<file path="src/design/elevator_stepper_controller_macros.svh">
// Assertion macros for the elevator stepper controller.
`ifndef ELEVATOR_STEPPER_CONTROLLER_MACROS_SVH
`define ELEVATOR_STEPPER_CONTROLLER_MACROS_SVH

`ifndef ASSERT_OFF
`define ESC_ASSERT(label, prop, msg) \
  label: assert property (@(posedge clk_i) disable iff (!rst_ni) (prop)) else $error(msg);
`define ESC_ASSERT_NEXT(label, ante, cons, msg) \
  label: assert property (@(posedge clk_i) disable iff (!rst_ni) (ante) |=> (cons)) \
    else $error(msg);
`else
`define ESC_ASSERT(label, prop, msg)
`define ESC_ASSERT_NEXT(label, ante, cons, msg)
`endif

`endif

</file>
<file path="src/design/esc_pkg.sv">
// Shared types, constants and the coil table of the elevator stepper controller.
package esc_pkg;

  localparam int FloorCount = 4;
  localparam int FloorW     = 2;
  localparam int CfgIdxW    = 3;
  localparam int CntW       = 16;

  localparam logic [CfgIdxW-1:0] RegStepsPerFloor = 3'd0;
  localparam logic [CfgIdxW-1:0] RegStepTicks     = 3'd1;
  localparam logic [CfgIdxW-1:0] RegDoorTicks     = 3'd2;
  localparam logic [CfgIdxW-1:0] RegDwellTicks    = 3'd3;
  localparam logic [CfgIdxW-1:0] RegDebounceTicks = 3'd4;
  localparam logic [CfgIdxW-1:0] RegBlinkHalf     = 3'd5;

  typedef struct packed {
    logic [CntW-1:0] floor_steps;
    logic [CntW-1:0] step_ticks;
    logic [CntW-1:0] door_ticks;
    logic [CntW-1:0] dwell_ticks;
    logic [CntW-1:0] debounce_ticks;
    logic [CntW-1:0] blink_half_ticks;
  } esc_cfg_t;

  typedef struct packed {
    logic [3:0]        coil_pattern;
    logic [FloorW-1:0] shown_floor;
    logic              door_open_drive;
    logic              door_close_drive;
    logic              door_open_led;
    logic              door_closed_led;
    logic              alarm_led;
  } esc_result_t;

  function automatic logic [3:0] coil_of(input logic up, input logic [1:0] k);
    logic [1:0] idx;
    idx = up ? k : ~k;
    case (idx)
      2'd0:    coil_of = 4'h9;
      2'd1:    coil_of = 4'hC;
      2'd2:    coil_of = 4'h6;
      default: coil_of = 4'h3;
    endcase
  endfunction

endpackage

</file>
<file path="src/design/esc_cfg_regs.sv">
// Configuration register file of the elevator stepper controller.
module esc_cfg_regs (
  input  logic                           clk_i,
  input  logic                           rst_ni,
  input  logic                           cfg_valid_i,
  output logic                           cfg_ready_o,
  input  logic [esc_pkg::CfgIdxW-1:0]    cfg_index_i,
  input  logic [esc_pkg::CntW-1:0]       cfg_data_i,
  output esc_pkg::esc_cfg_t              cfg_o
);
  import esc_pkg::*;

  esc_cfg_t cfg_q, cfg_d;

  assign cfg_ready_o = 1'b1;
  assign cfg_o       = cfg_q;

  always_comb begin
    cfg_d = cfg_q;
    if (cfg_valid_i) begin
      case (cfg_index_i)
        RegStepsPerFloor: cfg_d.floor_steps      = cfg_data_i;
        RegStepTicks:     cfg_d.step_ticks       = cfg_data_i;
        RegDoorTicks:     cfg_d.door_ticks       = cfg_data_i;
        RegDwellTicks:    cfg_d.dwell_ticks      = cfg_data_i;
        RegDebounceTicks: cfg_d.debounce_ticks   = cfg_data_i;
        RegBlinkHalf:     cfg_d.blink_half_ticks = cfg_data_i;
        default:          cfg_d = cfg_q;
      endcase
    end
  end

  always_ff @(posedge clk_i or negedge rst_ni) begin
    if (!rst_ni) begin
      cfg_q.floor_steps      <= 16'd200;
      cfg_q.step_ticks       <= 16'd5;
      cfg_q.door_ticks       <= 16'd1200;
      cfg_q.dwell_ticks      <= 16'd1000;
      cfg_q.debounce_ticks   <= 16'd20;
      cfg_q.blink_half_ticks <= 16'd200;
    end else begin
      cfg_q <= cfg_d;
    end
  end

endmodule

</file>
<file path="src/design/esc_fsm.sv">
// Per-tick controller state, next-state logic and result decode.
module esc_fsm (
  input  logic                      clk_i,
  input  logic                      rst_ni,
  input  logic                      step_en_i,
  input  logic [3:0]                buttons_n_i,
  input  logic                      emergency_n_i,
  input  esc_pkg::esc_cfg_t         cfg_i,
  output esc_pkg::esc_result_t      result_o
);
  import esc_pkg::*;

  localparam logic [2:0] MIdle     = 3'd0;
  localparam logic [2:0] MDebounce = 3'd1;
  localparam logic [2:0] MMove     = 3'd2;
  localparam logic [2:0] MOpen     = 3'd3;
  localparam logic [2:0] MDwell    = 3'd4;
  localparam logic [2:0] MClose    = 3'd5;
  localparam logic [2:0] MRelease  = 3'd6;
  localparam logic [2:0] MEmerg    = 3'd7;

  logic [2:0]        mode_q, mode_d;
  logic [FloorW-1:0] now_q, now_d;
  logic [FloorW-1:0] shown_q, shown_d;
  logic [FloorW-1:0] target_q, target_d;
  logic              up_q, up_d;
  logic [1:0]        phase_q, phase_d;
  logic [CntW-1:0]   steps_q, steps_d;
  logic [CntW-1:0]   timer_q, timer_d;
  logic              blink_q, blink_d;
  logic              closed_q, closed_d;

  logic [CntW-1:0]   timer_inc;
  logic [CntW-1:0]   steps_inc;
  logic [CntW-1:0]   limit;
  logic              done;
  logic              found;
  logic [FloorW-1:0] pick;
  logic [FloorW-1:0] shown_nx;
  logic              emergency;

  assign emergency = !emergency_n_i;
  assign timer_inc = timer_q + 16'd1;
  assign steps_inc = steps_q + 16'd1;

  always_comb begin
    case (mode_q)
      MEmerg:    limit = cfg_i.blink_half_ticks;
      MDebounce: limit = cfg_i.debounce_ticks;
      MMove:     limit = cfg_i.step_ticks;
      MDwell:    limit = cfg_i.dwell_ticks;
      default:   limit = cfg_i.door_ticks;
    endcase
  end

  assign done     = timer_inc >= limit;
  assign shown_nx = up_q ? shown_q + 2'd1 : shown_q - 2'd1;

  always_comb begin
    found = 1'b0;
    pick  = '0;
    for (int f = 0; f < FloorCount; f++) begin
      if (!found && !buttons_n_i[f]) begin
        found = 1'b1;
        pick  = FloorW'(f);
      end
    end
  end

  always_comb begin
    mode_d   = mode_q;
    now_d    = now_q;
    shown_d  = shown_q;
    target_d = target_q;
    up_d     = up_q;
    phase_d  = phase_q;
    steps_d  = steps_q;
    timer_d  = timer_q;
    blink_d  = blink_q;
    closed_d = closed_q;
    if (emergency && mode_q != MEmerg) begin
      now_d   = (mode_q == MMove) ? shown_q : now_q;
      shown_d = now_d;
      mode_d  = MEmerg;
      blink_d = 1'b1;
      timer_d = '0;
    end else begin
      case (mode_q)
        MEmerg: begin
          if (!emergency) begin
            mode_d  = MIdle;
            blink_d = 1'b0;
            timer_d = '0;
          end else begin
            timer_d = done ? '0 : timer_inc;
            if (done) blink_d = !blink_q;
          end
        end
        MIdle: begin
          if (found) begin
            target_d = pick;
            timer_d  = '0;
            if (cfg_i.debounce_ticks == '0) begin
              if (pick == now_q) begin
                mode_d = MRelease;
              end else begin
                up_d    = pick > now_q;
                phase_d = '0;
                steps_d = '0;
                shown_d = now_q;
                mode_d  = MMove;
              end
            end else begin
              mode_d = MDebounce;
            end
          end
        end
        MDebounce: begin
          if (buttons_n_i[target_q]) begin
            mode_d  = MIdle;
            timer_d = '0;
          end else begin
            timer_d = done ? '0 : timer_inc;
            if (done) begin
              timer_d = '0;
              if (target_q == now_q) begin
                mode_d = MRelease;
              end else begin
                up_d    = target_q > now_q;
                phase_d = '0;
                steps_d = '0;
                shown_d = now_q;
                mode_d  = MMove;
              end
            end
          end
        end
        MMove: begin
          timer_d = done ? '0 : timer_inc;
          if (done) begin
            phase_d = phase_q + 2'd1;
            steps_d = steps_inc;
            if (steps_inc >= cfg_i.floor_steps) begin
              steps_d = '0;
              shown_d = shown_nx;
              if (shown_nx == target_q) begin
                now_d    = target_q;
                closed_d = 1'b0;
                mode_d   = MOpen;
              end
            end
          end
        end
        MOpen: begin
          timer_d = done ? '0 : timer_inc;
          if (done) begin
            if (cfg_i.dwell_ticks == '0) begin
              closed_d = 1'b1;
              mode_d   = MClose;
            end else begin
              mode_d = MDwell;
            end
          end
        end
        MDwell: begin
          timer_d = done ? '0 : timer_inc;
          if (done) begin
            closed_d = 1'b1;
            mode_d   = MClose;
          end
        end
        MClose: begin
          timer_d = done ? '0 : timer_inc;
          if (done) mode_d = MRelease;
        end
        MRelease: begin
          if (buttons_n_i[target_q]) begin
            mode_d  = MIdle;
            timer_d = '0;
          end
        end
        default: begin
          mode_d  = MIdle;
          timer_d = '0;
        end
      endcase
    end
  end

  always_comb begin
    result_o.coil_pattern     = (mode_d == MMove) ? coil_of(up_d, phase_d) : 4'h0;
    result_o.shown_floor      = shown_d;
    result_o.door_open_drive  = mode_d == MOpen;
    result_o.door_close_drive = mode_d == MClose;
    result_o.door_open_led    = !closed_d;
    result_o.door_closed_led  = closed_d;
    result_o.alarm_led        = (mode_d == MEmerg) && blink_d;
  end

  always_ff @(posedge clk_i or negedge rst_ni) begin
    if (!rst_ni) begin
      mode_q   <= MIdle;
      now_q    <= '0;
      shown_q  <= '0;
      target_q <= '0;
      up_q     <= 1'b0;
      phase_q  <= '0;
      steps_q  <= '0;
      timer_q  <= '0;
      blink_q  <= 1'b0;
      closed_q <= 1'b1;
    end else if (step_en_i) begin
      mode_q   <= mode_d;
      now_q    <= now_d;
      shown_q  <= shown_d;
      target_q <= target_d;
      up_q     <= up_d;
      phase_q  <= phase_d;
      steps_q  <= steps_d;
      timer_q  <= timer_d;
      blink_q  <= blink_d;
      closed_q <= closed_d;
    end
  end

endmodule

</file>
<file path="src/design/elevator_stepper_controller.sv">
// Top level of the elevator stepper controller: input stage, controller, result stage.
//
//   channel | direction | handshake            | payload
//   in      | input     | in_valid_i/in_stall_o | floor_buttons_n_i, emergency_n_i
//   out     | output    | out_valid_o/out_stall_i | coil, floor, door drives, LEDs
//   cfg     | input     | cfg_valid_i/cfg_ready_o | cfg_index_i, cfg_data_i
//
// One tick transaction per cycle unless the result stalls; a tick passes the input
// register, then the result register. The input register feeds the controller,
// whose next state is decoded into the result register in the same cycle. Reset
// restores the register values and an idle, closed-door car. A stalled result holds
// the input register; one further transaction is still taken while the result waits.
module elevator_stepper_controller (
  input  logic                        clk_i,
  input  logic                        rst_ni,
  input  logic                        in_valid_i,
  output logic                        in_stall_o,
  input  logic [3:0]                  floor_buttons_n_i,
  input  logic                        emergency_n_i,
  output logic                        out_valid_o,
  input  logic                        out_stall_i,
  output logic [3:0]                  coil_pattern_o,
  output logic [esc_pkg::FloorW-1:0]  shown_floor_o,
  output logic                        door_open_drive_o,
  output logic                        door_close_drive_o,
  output logic                        door_open_led_o,
  output logic                        door_closed_led_o,
  output logic                        alarm_led_o,
  input  logic                        cfg_valid_i,
  output logic                        cfg_ready_o,
  input  logic [esc_pkg::CfgIdxW-1:0] cfg_index_i,
  input  logic [esc_pkg::CntW-1:0]    cfg_data_i
);
  import esc_pkg::*;

  `include "elevator_stepper_controller_macros.svh"

  esc_cfg_t    cfg;
  esc_result_t result;
  esc_result_t res_q;

  logic       in_valid_q, in_valid_d;
  logic [3:0] buttons_q;
  logic       emerg_n_q;
  logic       out_valid_q, out_valid_d;
  logic       advance;
  logic       in_accept;
  logic       coil_on;
  logic       door_or_alarm;

  assign advance    = in_valid_q && (!out_valid_q || !out_stall_i);
  assign in_stall_o = in_valid_q && !advance;
  assign in_accept  = in_valid_i && !in_stall_o;

  assign in_valid_d  = in_accept ? 1'b1 : (advance ? 1'b0 : in_valid_q);
  assign out_valid_d = advance ? 1'b1 : (out_valid_q && out_stall_i);

  esc_cfg_regs u_cfg (
    .clk_i       (clk_i),
    .rst_ni      (rst_ni),
    .cfg_valid_i (cfg_valid_i),
    .cfg_ready_o (cfg_ready_o),
    .cfg_index_i (cfg_index_i),
    .cfg_data_i  (cfg_data_i),
    .cfg_o       (cfg)
  );

  esc_fsm u_fsm (
    .clk_i         (clk_i),
    .rst_ni        (rst_ni),
    .step_en_i     (advance),
    .buttons_n_i   (buttons_q),
    .emergency_n_i (emerg_n_q),
    .cfg_i         (cfg),
    .result_o      (result)
  );

  always_ff @(posedge clk_i or negedge rst_ni) begin
    if (!rst_ni) begin
      in_valid_q  <= 1'b0;
      out_valid_q <= 1'b0;
    end else begin
      in_valid_q  <= in_valid_d;
      out_valid_q <= out_valid_d;
    end
  end

  always_ff @(posedge clk_i) begin
    if (in_accept) begin
      buttons_q <= floor_buttons_n_i;
      emerg_n_q <= emergency_n_i;
    end
    if (advance) begin
      res_q <= result;
    end
  end

  assign out_valid_o        = out_valid_q;
  assign coil_pattern_o     = res_q.coil_pattern;
  assign shown_floor_o      = res_q.shown_floor;
  assign door_open_drive_o  = res_q.door_open_drive;
  assign door_close_drive_o = res_q.door_close_drive;
  assign door_open_led_o    = res_q.door_open_led;
  assign door_closed_led_o  = res_q.door_closed_led;
  assign alarm_led_o        = res_q.alarm_led;

  assign coil_on       = out_valid_o && (coil_pattern_o != 4'h0);
  assign door_or_alarm = door_open_drive_o || door_close_drive_o || alarm_led_o;

  `ESC_ASSERT(a_coil_excl, !coil_on || !door_or_alarm, "coil driven with door or alarm")
  `ESC_ASSERT(a_led_excl, !out_valid_o || (door_open_led_o != door_closed_led_o), "door LEDs")
  `ESC_ASSERT(a_drive_excl, !out_valid_o || !(door_open_drive_o && door_close_drive_o), "door")
  `ESC_ASSERT_NEXT(a_out_hold, out_valid_o && out_stall_i, out_valid_o, "stalled result dropped")

endmodule
</file>
<file path="config.mk">
export PLATFORM = sky130hd
export DESIGN_NAME = elevator_stepper_controller
export DESIGN_NICKNAME = d
export VERILOG_FILES = /design/src/design/esc_pkg.sv /design/src/design/esc_cfg_regs.sv /design/src/design/esc_fsm.sv /design/src/design/elevator_stepper_controller.sv
export VERILOG_INCLUDE_DIRS = /design/src /design/src/design
export SDC_FILE = /design/constraint.sdc
export NUM_CORES = 1
export LEC_CHECK = 0
export ABC_AREA = 1
export BUFFER_PORTS_ARGS = -buffer_cell sky130_fd_sc_hd__buf_2
export CORE_ASPECT_RATIO = 0.75
export CORE_MARGIN = 8
export CORE_UTILIZATION = 30
export CTS_CLUSTER_SIZE = 25
export DETAILED_ROUTE_END_ITERATION = 8
export PLACE_DENSITY = 0.42
export SLEW_MARGIN = 30
export SYNTH_ARGS = -nofsm -noshare
export SYNTH_HDL_FRONTEND = slang
export SYNTH_HIERARCHICAL = 1
export SYNTH_SLANG_ARGS = --single-unit
</file>
<file path="constraint.sdc">
create_clock -name clk_i -period 4.2 [get_ports clk_i]
set_input_delay 0 -clock clk_i [delete_from_list [all_inputs] [get_ports clk_i]]
set_output_delay 0 -clock clk_i [all_outputs]
set_load 0.02 [all_outputs]
</file>
==> flow_metrics.tcl <==
set metrics [dict create \
    place_hpwl_mm 19.2 \
    synth_compound_area_share_pct 9.24 \
    portBuffers 41 \
    clock_power_share_pct 24.9 \
    p_int_mw 3.69 \
    clock_skew_ns 0.0249 \
    synth_top_family_by_area "simple AND/OR/NAND/NOR gates" \
    rr_endpoint "coil_pattern_o[3]" \
    wl_mm 27.7 \
    drc_errors 0 \
    grt-ovfl-total 0 \
    power_mw 6.15 \
    wl_per_cell_um 16.5 \
    yosysTopAreaCell "dfrtp_1" \
    fp-row-count 55 \
    drt_first_iter_violations 403 \
    ys_warn_count 6 \
    synth_top_flop_cell "dfrtp_1" \
    vdd_ir_drop_max_mv 0.283 \
    yosys.area.top_type_share_pct 33.4 \
    layout-drive-gt1-share_pct 14.5 \
    final_util_pct 36.4 \
    crit_start "u_fsm/timer_q[1]" \
    p_comb_share_pct 39.6 \
    synthMuxAreaShare_pct 0 \
    period_needed_ns 3.96 \
    grt_pass1_wl_mm 44.0 \
    critPathArrivalTime_ns 4.15 \
    cp-start-kind "register" \
    synth_xor_area_share_pct 2.95 \
    clock_latency_ns 0.46 \
    synthCells 1178 \
    syn_area_um2 9200 \
    power.leakage_nw 5.65 \
    clk_pin_slew_ns 0.06 \
    antenna_found_initial 1 \
    status "finished, final reports clean" \
    switching_power_mw 2.46 \
    setup_slack_ns 0.242 \
    gr-usage-met2_pct 22.4 \
    synth_cell_types 48 \
    gr-usage-met3_pct 3.29 \
    drv_slew 0 \
    cp_slowest_cell "dfrtp_1" \
    cts-root-buf "clkbuf_16" \
    synth.area.top_cells "dfrtp_1 (33%), nand2_1 (16%), inv_1 (6.6%)" \
    grt_max_degree 84 \
    numClockSinks 160 \
    use_met1_pct 22.7 \
    synth_seq_cells 160 \
    synthSimpleGateAreaFrac_pct 28.5 \
    synth.most_common_cell "nand2_1" \
    maxCapViolations 0 \
    place_congestion 0.876 \
    clockBufferDepth 2 \
    power_frac_seq_pct 35.5 \
    initial_core_util_pct 30.5 \
    netSwitchingFraction_pct 40.0 \
    cp.required_ns 4.39 \
    cts-buffers-inserted 17 \
    rrSetupSlack_ns 0.24 \
    drt.antenna.violating_nets 0 \
    pwr_density_cell_nw_per_um2 560 \
    ios 43 \
    r2r-start "u_fsm/timer_q[1]" \
    syn2layout_area_growth_pct 19.4 \
    cp-end-kind "register" \
    die_h_um 168 \
    setup_viol 0 \
    cts_tree "built" \
    crit_fanout 6 \
    ff2ff_path_depth 22 \
    first_pass_iters 5 \
    cp_common_cell "nand2_1" \
    hp-class "in -> async" \
    yosys.area_share.adder_pct 5.71 \
    cts.htree.levels 4 \
    grt_pass1_vias 7592 \
    finalHoldViolations 0 \
    tightest_slew_ns 0.962 \
    post-route-period-util_pct 94.2 \
    cpPeakStageDelay_ns 0.38 \
    synth_common_cells "nand2_1 (402), inv_1 (162), dfrtp_1 (123)" \
    synth_nets 1249 \
    grt-busiest-layer "met1" \
    dieWidth_um 218 \
    vias 7821 \
    fmax_mhz 253 \
    vias_per_cell 4.67 \
    crit_chain "ha_2 > nand3_2 > nor3_4 > nand3_2 > nor3_4 > nand3_2 > nor3_2 > xor2_1 > inv_1 > ha_1 > nand2_1 > nor3_1 > nand2_1 > nand2_2 > buf_4 > nand2_1 > or3_1 > nand2_1 > xor2_1 > ha_1 > o21bai_1 > nor2_1" \
    synthArstFlopShare_pct 90.0 \
    slew_headroom_pct 35.8 \
    post-place-ws_ns 0.110 \
    core_area_um2 30200 \
    grt_usage_pct 15.5 \
    critPathCapture "coil_pattern_o[3]" \
    avgSynthCellArea_um2 7.81 \
    die-area_um2 36600 \
    synth_edf_count 16 \
    worstSetupPathType "reg -> reg" \
    final_nets 1332 \
    yosysSeqAreaShare_pct 44.7 \
]
==> routing by layer <==
metal	wire, um	share of wire (%)
met3	950	3.4
met5	0	0
met1	14400	52
met2	11900	43
met4	326	1.2
==> worst min path at each step <==
stage                      start                 to  slack [ns]  cells past startpoint
after floorplan           rst_ni         in_valid_q       -0.30                      0
after global placement    rst_ni    u_cfg/cfg_o[76]        0.14                      1
after detailed placement  rst_ni  u_fsm/steps_q[15]        0.14                      1
after CTS                 rst_ni  u_fsm/steps_q[15]        0.23                      2
after global routing      rst_ni  u_fsm/steps_q[15]        0.23                      2
final                     rst_ni  u_fsm/steps_q[15]        0.14                      2
==> worst max-delay path: cells and delay by family (launching register included) <==
kind / cells / cell delay (ns)
AOI/OAI and AO/OA: 1 / 0.14
buffers and inverters: 2 / 0.22
and+or+nand+nor: 14 / 1.96
DFF: 1 / 0.38
adders and majority gates: 3 / 0.68
xor gates and xnor gates: 2 / 0.31
==> cells by family after synthesis <==
group | after synthesis
simple gates | 611
compound gates | 128
other cells | 1
fa+ha+maj | 42
flops | 160
buf+inv | 205
xor+xnor | 31
==> cell usage in the layout (no fill, tap or decap), types with 3 or more instances in the layout <==
| cell type | count |
|---|---|
| nand4_1 | 15 |
| o22ai_2 | 10 |
| inv_2 | 5 |
| nor2_4 | 3 |
| o21ai_1 | 5 |
| o22ai_1 | 11 |
| inv_1 | 162 |
| nand2_1 | 400 |
| buf_6 | 3 |
| nand2_2 | 6 |
| a22o_1 | 4 |
| clkbuf_1 | 4 |
| ha_1 | 41 |
| dfrtp_1 | 122 |
| xor2_2 | 3 |
| nor2_1 | 53 |
| dlygate4sd3_1 | 30 |
| o2111ai_1 | 6 |
| nor3_2 | 3 |
| buf_4 | 25 |
| a221oi_1 | 12 |
| dfstp_2 | 21 |
| nor3_4 | 5 |
| nor2_2 | 7 |
| buf_2 | 40 |
| o21ai_0 | 41 |
| o21bai_1 | 3 |
| buf_12 | 3 |
| a21oi_1 | 21 |
| edfxtp_1 | 16 |
| a21oi_2 | 3 |
| clkbuf_16 | 18 |
| nand3_2 | 9 |
| nand3_1 | 90 |
| a22oi_1 | 4 |
| xor2_1 | 26 |
| nor3_1 | 11 |
==> layout make-up <==
type                            instances  area, um2
Tap cell                              399        499
Multi-Input combinational cell        813       4400
Clock buffer                           23        479
Inverter                              168        633
Clock inverter                          8       80.1
Antenna cell                            1       2.50
Sequential cell                       160       4110
Fill cell                            3128      19200
Timing Repair Buffer                  101        782
==> repair_timing <==
item | in CTS | in global routing
setup endpoints to repair | 0 | 23
buffers inserted | 0 | 4
hold buffers | 30 | 0
endpoints found under the hold margin | 188 | 0
resized for setup | 0 | 28
==> per-stage QoR <==
| step | instances | setup TNS, ns | instance area, um2 | hold slack (ns) |
|---|---|---|---|---|
| after floorplan | 1178 | 0 | 9200 | -0.296 |
| after global placement | 1607 | 0 | 9970 | 0.142 |
| after detailed placement | 1607 | 0 | 9970 | 0.135 |
| after CTS | 1668 | 0 | 10800 | 0.227 |
| after global routing | 1673 | -0.137 | 11000 | 0.228 |
| final | 1673 | 0 | 11000 | 0.135 |
==> sequential cells by signal (all words and copies together), names as in the netlist, 2 cells and up <==
name	flops
u_fsm/now_q	2
u_fsm/mode_q	3
u_fsm/shown_q	2
u_cfg/cfg_o	96
buttons_q	4
u_fsm/phase_q	2
u_fsm/steps_q	16
shown_floor_o	2
u_fsm/target_q	2
coil_pattern_o	4
u_fsm/timer_q	16
==> power by group through the flow <==
stage / Clock (mW) / Sequential, mW / Combinational [mW]
finish: 1.53 / 2.18 / 2.43
global route: 1.65 / 2.23 / 2.77
CTS: 1.59 / 2.18 / 2.41
detailed placement: 0 / 2.20 / 2.37
global placement: 0 / 2.21 / 2.37
floorplan: 0 / 2.17 / 1.62
(Power assumes the default switching activity.)
